===== config.mk =====
export PLATFORM = sky130hd
export DESIGN_NAME = imu_bias_average_and_correct
export DESIGN_NICKNAME = d
export VERILOG_FILES = /design/src/hdl/ibac_pkg.sv /design/src/hdl/ibac_lane.sv /design/src/hdl/ibac_merge.sv /design/src/hdl/imu_bias_average_and_correct.sv
export VERILOG_INCLUDE_DIRS = /design/src /design/src/hdl
export SDC_FILE = /design/constraint.sdc
export NUM_CORES = 2
export LEC_CHECK = 0
export BUFFER_PORTS_ARGS = -buffer_cell sky130_fd_sc_hd__buf_4
export CAP_MARGIN = 20
export CORE_AREA = 4 4 304 306
export DETAILED_ROUTE_END_ITERATION = 6
export DIE_AREA = 0 0 308 310
export PLACE_DENSITY = 0.89
export REMOVE_ABC_BUFFERS = 1
export SYNTH_ARGS = -nofsm -noshare
export SYNTH_HDL_FRONTEND = slang
export SYNTH_SLANG_ARGS = --single-unit

===== constraint.sdc =====
create_clock -name clk -period 10.4 [get_ports clk]
set_input_delay 0.52 -clock clk [delete_from_list [all_inputs] [get_ports clk]]
set_output_delay 0.52 -clock clk [all_outputs]
set_load 0.05 [all_outputs]

===== src/hdl/imu_bias_average_and_correct_assert.svh =====
// Assertion macros for the IMU bias averaging block.
// Used by the top level; relies on clk and arst_n in the including scope.
`ifndef IMU_BIAS_AVERAGE_AND_CORRECT_ASSERT_SVH
`define IMU_BIAS_AVERAGE_AND_CORRECT_ASSERT_SVH
`ifndef SYNTH
`define IBAC_ASSERT(lbl, prop, msg) \
	lbl: assert property (@(posedge clk) disable iff (!arst_n) prop) else $error(msg);
`define IBAC_NEVER(lbl, cond, msg) \
	lbl: assert property (@(posedge clk) disable iff (!arst_n) !(cond)) else $error(msg);
`else
`define IBAC_ASSERT(lbl, prop, msg)
`define IBAC_NEVER(lbl, cond, msg)
`endif
`endif


===== src/hdl/ibac_pkg.sv =====
// Shared types and constants for the IMU bias averaging block.
// No dependencies.
`default_nettype none
package ibac_pkg;
	localparam int SAMPLE_LIMIT = 65535;
	localparam int CNT_W = 16;
	localparam int SUM_W = 33;
	localparam int ELAPSED_W = 32;
	localparam int CALIB_W = 26;
	localparam int ZMIN_W = 15;
	localparam int NUM_LANES = 6;
	localparam int DIV_STEPS = SUM_W;
	localparam int STEP_W = $clog2(DIV_STEPS);
	localparam logic signed [15:0] ONE_G_Q14 = 16'sd16384;

	localparam logic CFG_CALIB_TIME = 1'b0;
	localparam logic CFG_GRAVITY_Z_MIN = 1'b1;

	typedef logic signed [15:0] axis_t;

	typedef struct packed {
		logic acc;
		logic load;
		logic step;
		logic finish;
	} lane_ctl_t;

	typedef enum logic [2:0] {
		S_CAL,
		S_LOAD,
		S_DIV,
		S_FIN,
		S_MRG,
		S_EMIT,
		S_RUN
	} state_t;
endpackage
`default_nettype wire


===== src/hdl/ibac_lane.sv =====
// One axis lane: running sum and a bit-serial divider that forms the average.
// Depends on ibac_pkg.
`default_nettype none
module ibac_lane
	import ibac_pkg::*;
(
	input  wire logic             clk,
	input  wire logic             arst_n,
	input  wire lane_ctl_t        ctl,
	input  wire axis_t            sample,
	input  wire logic [CNT_W-1:0] divisor,
	output axis_t                 avg
);
	logic signed [SUM_W-1:0] sum_q;
	logic [SUM_W-1:0]        quo_q;
	logic [CNT_W-1:0]        rem_q;
	logic                    neg_q;
	axis_t                   avg_q;
	logic [CNT_W:0]          rem_sh;
	logic                    fits;
	logic [CNT_W:0]          rem_sub;

	assign rem_sh  = {rem_q, quo_q[SUM_W-1]};
	assign fits    = rem_sh >= {1'b0, divisor};
	assign rem_sub = rem_sh - {1'b0, divisor};

	always_ff @(posedge clk or negedge arst_n) begin
		if (!arst_n) begin
			sum_q <= '0;
			avg_q <= '0;
		end else begin
			if (ctl.acc) begin
				sum_q <= sum_q + {{(SUM_W-16){sample[15]}}, sample};
			end
			if (ctl.finish) begin
				avg_q <= neg_q ? -axis_t'(quo_q[15:0]) : axis_t'(quo_q[15:0]);
			end
		end
	end

	always_ff @(posedge clk) begin
		if (ctl.load) begin
			neg_q <= sum_q[SUM_W-1];
			quo_q <= sum_q[SUM_W-1] ? -sum_q : sum_q;
			rem_q <= '0;
		end else if (ctl.step) begin
			quo_q <= {quo_q[SUM_W-2:0], fits};
			rem_q <= fits ? rem_sub[CNT_W-1:0] : rem_sh[CNT_W-1:0];
		end
	end

	assign avg = avg_q;
endmodule
`default_nettype wire


===== src/hdl/ibac_merge.sv =====
// Merge stage: takes the accelerometer lane averages and holds the gravity vector,
// falling back to one g on Z when the averaged Z is below threshold. Depends on ibac_pkg.
`default_nettype none
module ibac_merge
	import ibac_pkg::*;
(
	input  wire logic              clk,
	input  wire logic              arst_n,
	input  wire logic              commit,
	input  wire logic [ZMIN_W-1:0] z_min,
	input  wire axis_t             accel_avg [3],
	output axis_t                  gravity [3]
);
	axis_t grav_q [3];
	logic  below;

	assign below = $signed({accel_avg[2][15], accel_avg[2]}) < $signed({2'b00, z_min});

	always_ff @(posedge clk or negedge arst_n) begin
		if (!arst_n) begin
			for (int i = 0; i < 3; i++) begin
				grav_q[i] <= '0;
			end
		end else if (commit) begin
			if (below) begin
				grav_q[0] <= '0;
				grav_q[1] <= '0;
				grav_q[2] <= ONE_G_Q14;
			end else begin
				for (int i = 0; i < 3; i++) begin
					grav_q[i] <= accel_avg[i];
				end
			end
		end
	end

	assign gravity = grav_q;
endmodule
`default_nettype wire


===== src/hdl/imu_bias_average_and_correct.sv =====
// IMU bias averaging and correction, top level. Calibrating: one transaction per cycle, no result
// while calibration time is left. The closing calibration sample stalls the input through load,
// 33 divider steps in six parallel lanes, finish, merge and emit; its result is loaded at emit.
// Calibrated: one transaction per cycle while the output is not stalled, registered on acceptance.
// Reset clears sums, count, elapsed time, averages and gravity, and restarts calibration.
`default_nettype none
`include "imu_bias_average_and_correct_assert.svh"
module imu_bias_average_and_correct
	import ibac_pkg::*;
(
	input  wire logic               clk,
	input  wire logic               arst_n,
	input  wire logic               cfg_we,
	input  wire logic               cfg_index,
	input  wire logic [CALIB_W-1:0] cfg_data,
	input  wire logic               in_valid,
	output logic                    in_stall,
	input  wire axis_t              accel_x,
	input  wire axis_t              accel_y,
	input  wire axis_t              accel_z,
	input  wire axis_t              gyro_x,
	input  wire axis_t              gyro_y,
	input  wire axis_t              gyro_z,
	input  wire logic [15:0]        delta_time_us,
	output logic                    out_valid,
	input  wire logic               out_stall,
	output logic signed [16:0]      gyro_fixed_x,
	output logic signed [16:0]      gyro_fixed_y,
	output logic signed [16:0]      gyro_fixed_z,
	output axis_t                   gravity_x,
	output axis_t                   gravity_y,
	output axis_t                   gravity_z
);
	state_t                 state_q, state_d;
	logic [CALIB_W-1:0]     calib_q;
	logic [ZMIN_W-1:0]      zmin_q;
	logic [CNT_W-1:0]       count_q, count_d;
	logic [ELAPSED_W-1:0]   elapsed_q, elapsed_d;
	logic [ELAPSED_W:0]     elapsed_sum;
	logic [STEP_W-1:0]      step_q;
	axis_t                  gyro_hold_q [3];
	logic                   out_valid_q;
	logic signed [16:0]     fix_q [3];
	axis_t                  grav_out_q [3];

	logic                   accept;
	logic                   time_left;
	logic                   finish_cal;
	logic                   acc_en, load_en, step_en, fin_en, commit_en, out_load, use_hold;
	lane_ctl_t              ctl;
	axis_t                  lane_in [NUM_LANES];
	axis_t                  lane_avg [NUM_LANES];
	axis_t                  accel_avg [3];
	axis_t                  gravity [3];
	axis_t                  gyro_live [3];
	axis_t                  gyro_src [3];

	assign gyro_live[0] = gyro_x;
	assign gyro_live[1] = gyro_y;
	assign gyro_live[2] = gyro_z;
	assign lane_in[0] = accel_x;
	assign lane_in[1] = accel_y;
	assign lane_in[2] = accel_z;
	assign lane_in[3] = gyro_x;
	assign lane_in[4] = gyro_y;
	assign lane_in[5] = gyro_z;

	assign in_stall = ((state_q != S_CAL) && (state_q != S_RUN)) || (out_valid_q && out_stall);
	assign accept   = in_valid && !in_stall;

	assign time_left   = elapsed_q < {{(ELAPSED_W-CALIB_W){1'b0}}, calib_q};
	assign count_d     = (count_q < CNT_W'(SAMPLE_LIMIT)) ? count_q + 1'b1 : count_q;
	assign elapsed_sum = {1'b0, elapsed_q} + {{(ELAPSED_W+1-16){1'b0}}, delta_time_us};
	assign elapsed_d   = elapsed_sum[ELAPSED_W] ? '1 : elapsed_sum[ELAPSED_W-1:0];
	assign finish_cal  = !((elapsed_d < {{(ELAPSED_W-CALIB_W){1'b0}}, calib_q})
		&& (count_d < CNT_W'(SAMPLE_LIMIT)));

	always_comb begin
		state_d   = state_q;
		acc_en    = 1'b0;
		load_en   = 1'b0;
		step_en   = 1'b0;
		fin_en    = 1'b0;
		commit_en = 1'b0;
		out_load  = 1'b0;
		use_hold  = 1'b0;
		unique case (state_q)
			S_CAL: begin
				if (accept) begin
					if (!time_left) begin
						out_load = 1'b1;
						state_d  = S_RUN;
					end else begin
						acc_en = 1'b1;
						if (finish_cal) begin
							state_d = S_LOAD;
						end
					end
				end
			end
			S_LOAD: begin
				load_en = 1'b1;
				state_d = S_DIV;
			end
			S_DIV: begin
				step_en = 1'b1;
				if (step_q == STEP_W'(DIV_STEPS - 1)) begin
					state_d = S_FIN;
				end
			end
			S_FIN: begin
				fin_en  = 1'b1;
				state_d = S_MRG;
			end
			S_MRG: begin
				commit_en = 1'b1;
				state_d   = S_EMIT;
			end
			S_EMIT: begin
				out_load = 1'b1;
				use_hold = 1'b1;
				state_d  = S_RUN;
			end
			S_RUN: begin
				out_load = accept;
			end
			default: state_d = S_CAL;
		endcase
	end

	assign ctl = '{acc: acc_en, load: load_en, step: step_en, finish: fin_en};

	always_ff @(posedge clk or negedge arst_n) begin
		if (!arst_n) begin
			state_q     <= S_CAL;
			calib_q     <= CALIB_W'(1000000);
			zmin_q      <= ZMIN_W'(16302);
			count_q     <= '0;
			elapsed_q   <= '0;
			step_q      <= '0;
			out_valid_q <= 1'b0;
		end else begin
			state_q <= state_d;
			if (cfg_we) begin
				unique case (cfg_index)
					CFG_CALIB_TIME:    calib_q <= cfg_data;
					CFG_GRAVITY_Z_MIN: zmin_q  <= cfg_data[ZMIN_W-1:0];
					default: ;
				endcase
			end
			if (acc_en) begin
				count_q   <= count_d;
				elapsed_q <= elapsed_d;
			end
			step_q <= step_en ? step_q + 1'b1 : '0;
			if (out_load) begin
				out_valid_q <= 1'b1;
			end else if (!out_stall) begin
				out_valid_q <= 1'b0;
			end
		end
	end

	always_comb begin
		for (int i = 0; i < 3; i++) begin
			gyro_src[i]  = use_hold ? gyro_hold_q[i] : gyro_live[i];
			accel_avg[i] = lane_avg[i];
		end
	end

	always_ff @(posedge clk) begin
		if (acc_en) begin
			gyro_hold_q <= gyro_live;
		end
		if (out_load) begin
			for (int i = 0; i < 3; i++) begin
				fix_q[i] <= {gyro_src[i][15], gyro_src[i]}
					- {lane_avg[3+i][15], lane_avg[3+i]};
				grav_out_q[i] <= gravity[i];
			end
		end
	end

	for (genvar g = 0; g < NUM_LANES; g++) begin : g_lane
		ibac_lane u_lane (
			.clk     (clk),
			.arst_n  (arst_n),
			.ctl     (ctl),
			.sample  (lane_in[g]),
			.divisor (count_q),
			.avg     (lane_avg[g])
		);
	end

	ibac_merge u_merge (
		.clk       (clk),
		.arst_n    (arst_n),
		.commit    (commit_en),
		.z_min     (zmin_q),
		.accel_avg (accel_avg),
		.gravity   (gravity)
	);

	assign out_valid    = out_valid_q;
	assign gyro_fixed_x = fix_q[0];
	assign gyro_fixed_y = fix_q[1];
	assign gyro_fixed_z = fix_q[2];
	assign gravity_x    = grav_out_q[0];
	assign gravity_y    = grav_out_q[1];
	assign gravity_z    = grav_out_q[2];

	`IBAC_ASSERT(a_div_holds_input, (state_q == S_DIV) |-> in_stall, "input taken during divide")
	`IBAC_NEVER(a_no_result_cal, (state_q == S_CAL) && out_valid_q, "result while calibrating")
	`IBAC_ASSERT(a_emit_result, (state_q == S_EMIT) |=> out_valid_q, "calibration result missing")
	`IBAC_ASSERT(a_div_enter, $rose(state_q == S_DIV) |-> $past(state_q == S_LOAD), "divide skipped load")
endmodule
`default_nettype wire

# After elaboration in Yosys (flattened, before gate mapping)
# Memory sizes are Yosys's and may differ from the RTL's.
# Cells that the tools add are included.
# totals
mem_count,2
inputBits,144
ram_bits,99
ff_bits,789
# memory_table
name,depth,width,read_ports,rd_ports_with_merged_regs,wr,line,source
fix_q,3,17,3,0,3,imu_bias_average_and_correct.sv:43,logic signed [16:0] fix_q [3];
grav_out_q,3,16,3,0,3,imu_bias_average_and_correct.sv:44,axis_t grav_out_q [3];
# classes
eq_ne,12
order_cmp,11
n_reduce_logical,12
addsub,30
bitwise_logic,2
muxes,57
# ops
op,n
$mux 33,18
$mux 16,16
$add 33x33->33,6
$neg 33->33,6
$ge 17x16->1,6
$neg 16->16,6
$sub 16x16->16,6
$lt 32x26->1,2
$sub 16x16->17,3
$mux 48,1
$add 32x16->33,1
$lt 16x16->1 const B,2
$mux 32,1
$pmux 3 s7,1
$add 16x1->16 const B,1
$lt 16x16->1,1
$mux 1,14
$mux 3,4
$eq 3x3->1 const B,3
$add 6x1->6 const B,1
$eq 3x2->1 const B,2
$eq 6x6->1 const B,1
$mux 6,1
$ne 3x3->1 const B,2
13 further kinds,19

# Depth between registers and ports, before layout
# logic_depth
word_depth,9
mapped_depth,22

# Modules after synthesis
# Synthesis repeated with hierarchy kept, for this count alone.
# hier_totals
hier_cells,6342
hier_area_um2,59995.0
# by_module_without_submodules
module,instances,seq_area_each_um2,cells_each,area_each_um2
ibac_lane at g_lane[0].u_lane ...,5,2567.5,805,7299.5
imu_bias_average_and_correct,1,6914.1,1240,13714.4
ibac_lane at g_lane[2].u_lane,1,2567.5,822,7362.1
ibac_merge,1,1201.2,255,2421.1

# Least setup slack after synthesis
# No wires, ideal clock.
# synth_path
kind,reg2reg
startpoint,reg calib_q[19]
endpoint,"mem fix_q[0][0], enable pin"
t_arrival_ps,8610
path_slack_ps,1094
stages_incl_launch_ff,11
period_less_slack_ps,9306
cell_sequence,dfstp_2 inv_1 ha_1 nand4_1 o21ai_0 a21oi_1 a21oi_1 nor4_1 a21oi_1 nand2_1 o21ai_0
# synth_rtl
element,line,source
from (decl),imu_bias_average_and_correct.sv:35,logic [CALIB_W-1:0] calib_q;
from (signal assigned),imu_bias_average_and_correct.sv:146,CFG_CALIB_TIME: calib_q <= cfg_data;
to (decl),imu_bias_average_and_correct.sv:43,

==> flow_summary.ini <==
[job]
cap_violations = 0

[timing]
finClkSkew_ns = 0.0349
setup_tns_ns = 0
worst_pin_slew_ns = 1.13
period_minus_slack_ns = 5.20
rsz0062_at_grt = false
final-hold-violation-count = 0
fmax_mhz = 192
relSlewSlack_pct = 22.8
finalMaxSlewViolations = 0
period_share_pct = 50.0
worst_slack_ns = 5.20
setup_viol = 0
whs_ns = 0.0467

[logic_synthesis]
ys_seq_area_share_pct = 41.9
synth_top_area_share_pct = 18.9
synth_edf_count = 351
yosys_warnings = 0
synth.most_common_cell = nand2_1
yosys.cell_types.count = 73
async_flop_share_pct = 49.7
yosysTopAreaCell = dfrtp_1
synthFlopType = dfrtp_1
synth.area.top_cells = dfrtp_1 19%, edfxtp_1 19%, ha_1 9.6%
synth_common_cells = 944 x nand2_1, 869 x o21ai_0, 432 x ha_1
ys_seq_elements = 888
syn-cell-area_mm2 = 0.0561
synth_cells = 6029
avgSynthCellArea_um2 = 9.30

[place]
post-place-cells = 7259
io_buffers = 244
hpwl_mm = 95.0
place.gp.congestion = 0.895
post-place-ws_ns = 5.32
dpl_cell_area_mm2 = 0.0589

[worst_hold_path]
min_path_type = primary input to flip-flop
hold_path_end = gyro_hold_q[6]$_DFFE_PP_
min-delay-start = gyro_z[6]
min_delay_path_depth = 1

[setup_path]
r2r_cells = 18
critPathLaunchType = flip-flop
cp.arrival_ns = 5.61
critical_path_peak_fanout = 34
r2r-end = fix_q[0][48]$_DFFE_PP_
end_kind = flip-flop
r2r_start = state_q[1]$_DFFE_PN0P_
reg2reg_slack_ns = 5.20
worstPathRequired_ns = 10.81
crit_path_start = state_q[1]$_DFFE_PN0P_
crit_type = flip-flop to flip-flop

[route]
route.detailed.drc = 5
wl_mm = 138
vias = 46000
wl_per_cell_um = 18.6
drt-pass1-iter-count = 7
routed-wl-met3_mm = 8.55
met2_length_mm = 67.5
routed.top_layer = met5
vias_per_cell = 6.18
wl_met1_mm = 57.4
drtIter0Drc = 3741
drtAntennaViolNets = 0

[power]
p_switching_mw = 9.05
sw_frac_of_total_pct = 43.3
clockPowerShare_pct = 16.6
total_power_mw = 20.9
p_seq_share_pct = 32.8
peakVddDrop_mv = 0.218
combPwrFrac_pct = 50.6
powerDensity_mw_per_mm2 = 336
intPower_mw = 11.9
p_leak_nw = 27.5

[global_routing]
first_global_vias = 45200
antenna_found_initial = 6
grt_pass1_wl_mm = 225
grt_usage_pct = 28.4
grt_overflow = 0
grt_max_degree = 213

[clocking]
clock-sinks = 888
clk_latency_ns = 0.68
cts_made_buffers = 95
post_cts_buffers = 0
htreeDepth = 3
path_clk_slew_ns = 0.06
clk_path_buf_depth = 3
cts_tree = built
ctsRootBufferMaster = clkbuf_16

[cells_and_area]
drive_above_1_share_pct = 9.48
nets = 6778
fin_util_pct = 69.4
fill_cells = 6160
fin_area_mm2 = 0.0622
final_cells = 7448
area_growth_pct = 10.9

[floorplan]
placement_rows = 110
initial_core_util_pct = 62.6
die_width_um = 308
coreArea_mm2 = 0.0896
io_pins = 245
die-area_mm2 = 0.0955
dieHeight_um = 310

[outcome]
violations = DRC
status = finished with violations
==> logic make-up after synthesis <==
logic type,count (synthesis),synth area share (%)
mux,177,3.35
xor+xnor,567,8.86
compound gates,1694,17.9
flops,888,41.9
simple gates,1800,14.7
fa+ha+maj,448,10.2
buf+inv,455,3.05
==> routing by layer <==
layer / vias up / global-route usage [%]
met5: - / 0
met4: 2 / 10.9
met3: 347 / 3.93
met2: 1618 / 49.1
met1: 22100 / 36.6
li1: 21900 / -
==> state kept, by name (all words and copies together) (netlist names) <==
name and flops:
elapsed_q 32, g_lane.u_lane.quo_q 198, state_q 3, g_lane.u_lane.rem_q 96, gyro_hold_q 48, fix_q 51, calib_q 26, zmin_q 15
count_q 16, step_q 6, out_valid 1, grav_out_q 48, g_lane.u_lane.sum_q 198, g_lane.u_lane.neg_q 6, u_merge.gravity 48, g_lane.u_lane.avg 96
==> worst max-delay path, stage by stage, from the launching register on <==
cell and delay [ns]:
dfrtp_1 0.53, nor2b_1 0.16, nand2_2 0.36, buf_4 0.56
mux2i_1 0.27, ha_1 0.20, inv_1 0.06, fa_1 0.40
a21o_1 0.18, a21oi_1 0.22, o21bai_1 0.11, a21oi_1 0.29
nor2b_1 0.09, o21a_1 0.21, nor3_1 0.18, nor2_1 0.10
o41a_1 0.38, a2111oi_0 0.47, nor3_1 0.10
==> power by group through the flow <==
stage	combinational, mW	sequential [mW]	clock (mW)
6_report	10.6	6.85	3.48
3_3_place_gp	9.72	6.79	0
5_1_grt	11.8	7.04	3.66
2_1_floorplan	7.78	6.90	0
4_1_cts	10.4	6.85	3.51
3_5_place_dp	10.2	6.88	0
==> placed cells by master, fill, tap and decap left out, types with 220 or more instances in the layout <==
cell        n
a21oi_1   275
o21ai_0   867
nand2_1   941
nor2_1    220
xor2_1    350
inv_1     236
buf_4     268
ha_1      432
dfrtp_1   423
edfxtp_1  351
==> how the worst max path moves through the flow <==
stage / to / slack, ns
after floorplan: g_lane[0].u_lane.quo_q[0]$_DFFE_PP_ / -11.68
after global placement: state_q[0]$_DFFE_PN0P_ / 5.44
after detailed placement: state_q[0]$_DFFE_PN0P_ / 5.32
after CTS: fix_q[0][48]$_DFFE_PP_ / 5.30
after global routing: fix_q[0][49]$_DFFE_PP_ / 4.91
final: fix_q[0][48]$_DFFE_PP_ / 5.20
==> cell type report <==
cell class,count,area [um^2],share of cell area (%)
diodes,5,12.5,0.0201
clock buffers,128,2720,4.37
clock inverters,50,477,0.767
inverters,238,903,1.45
multi-input cells,4686,30900,49.7
flip-flops and latches,888,23500,37.8
well taps,1176,1470,2.37
repair buffers,277,2160,3.48
==> repair_timing <==
item / in CTS / in global routing
endpoints found under the hold margin: 94 / 0
resized for setup: 0 / 0
hold buffers: 1 / 0
Power figures use the tool's default switching activity.
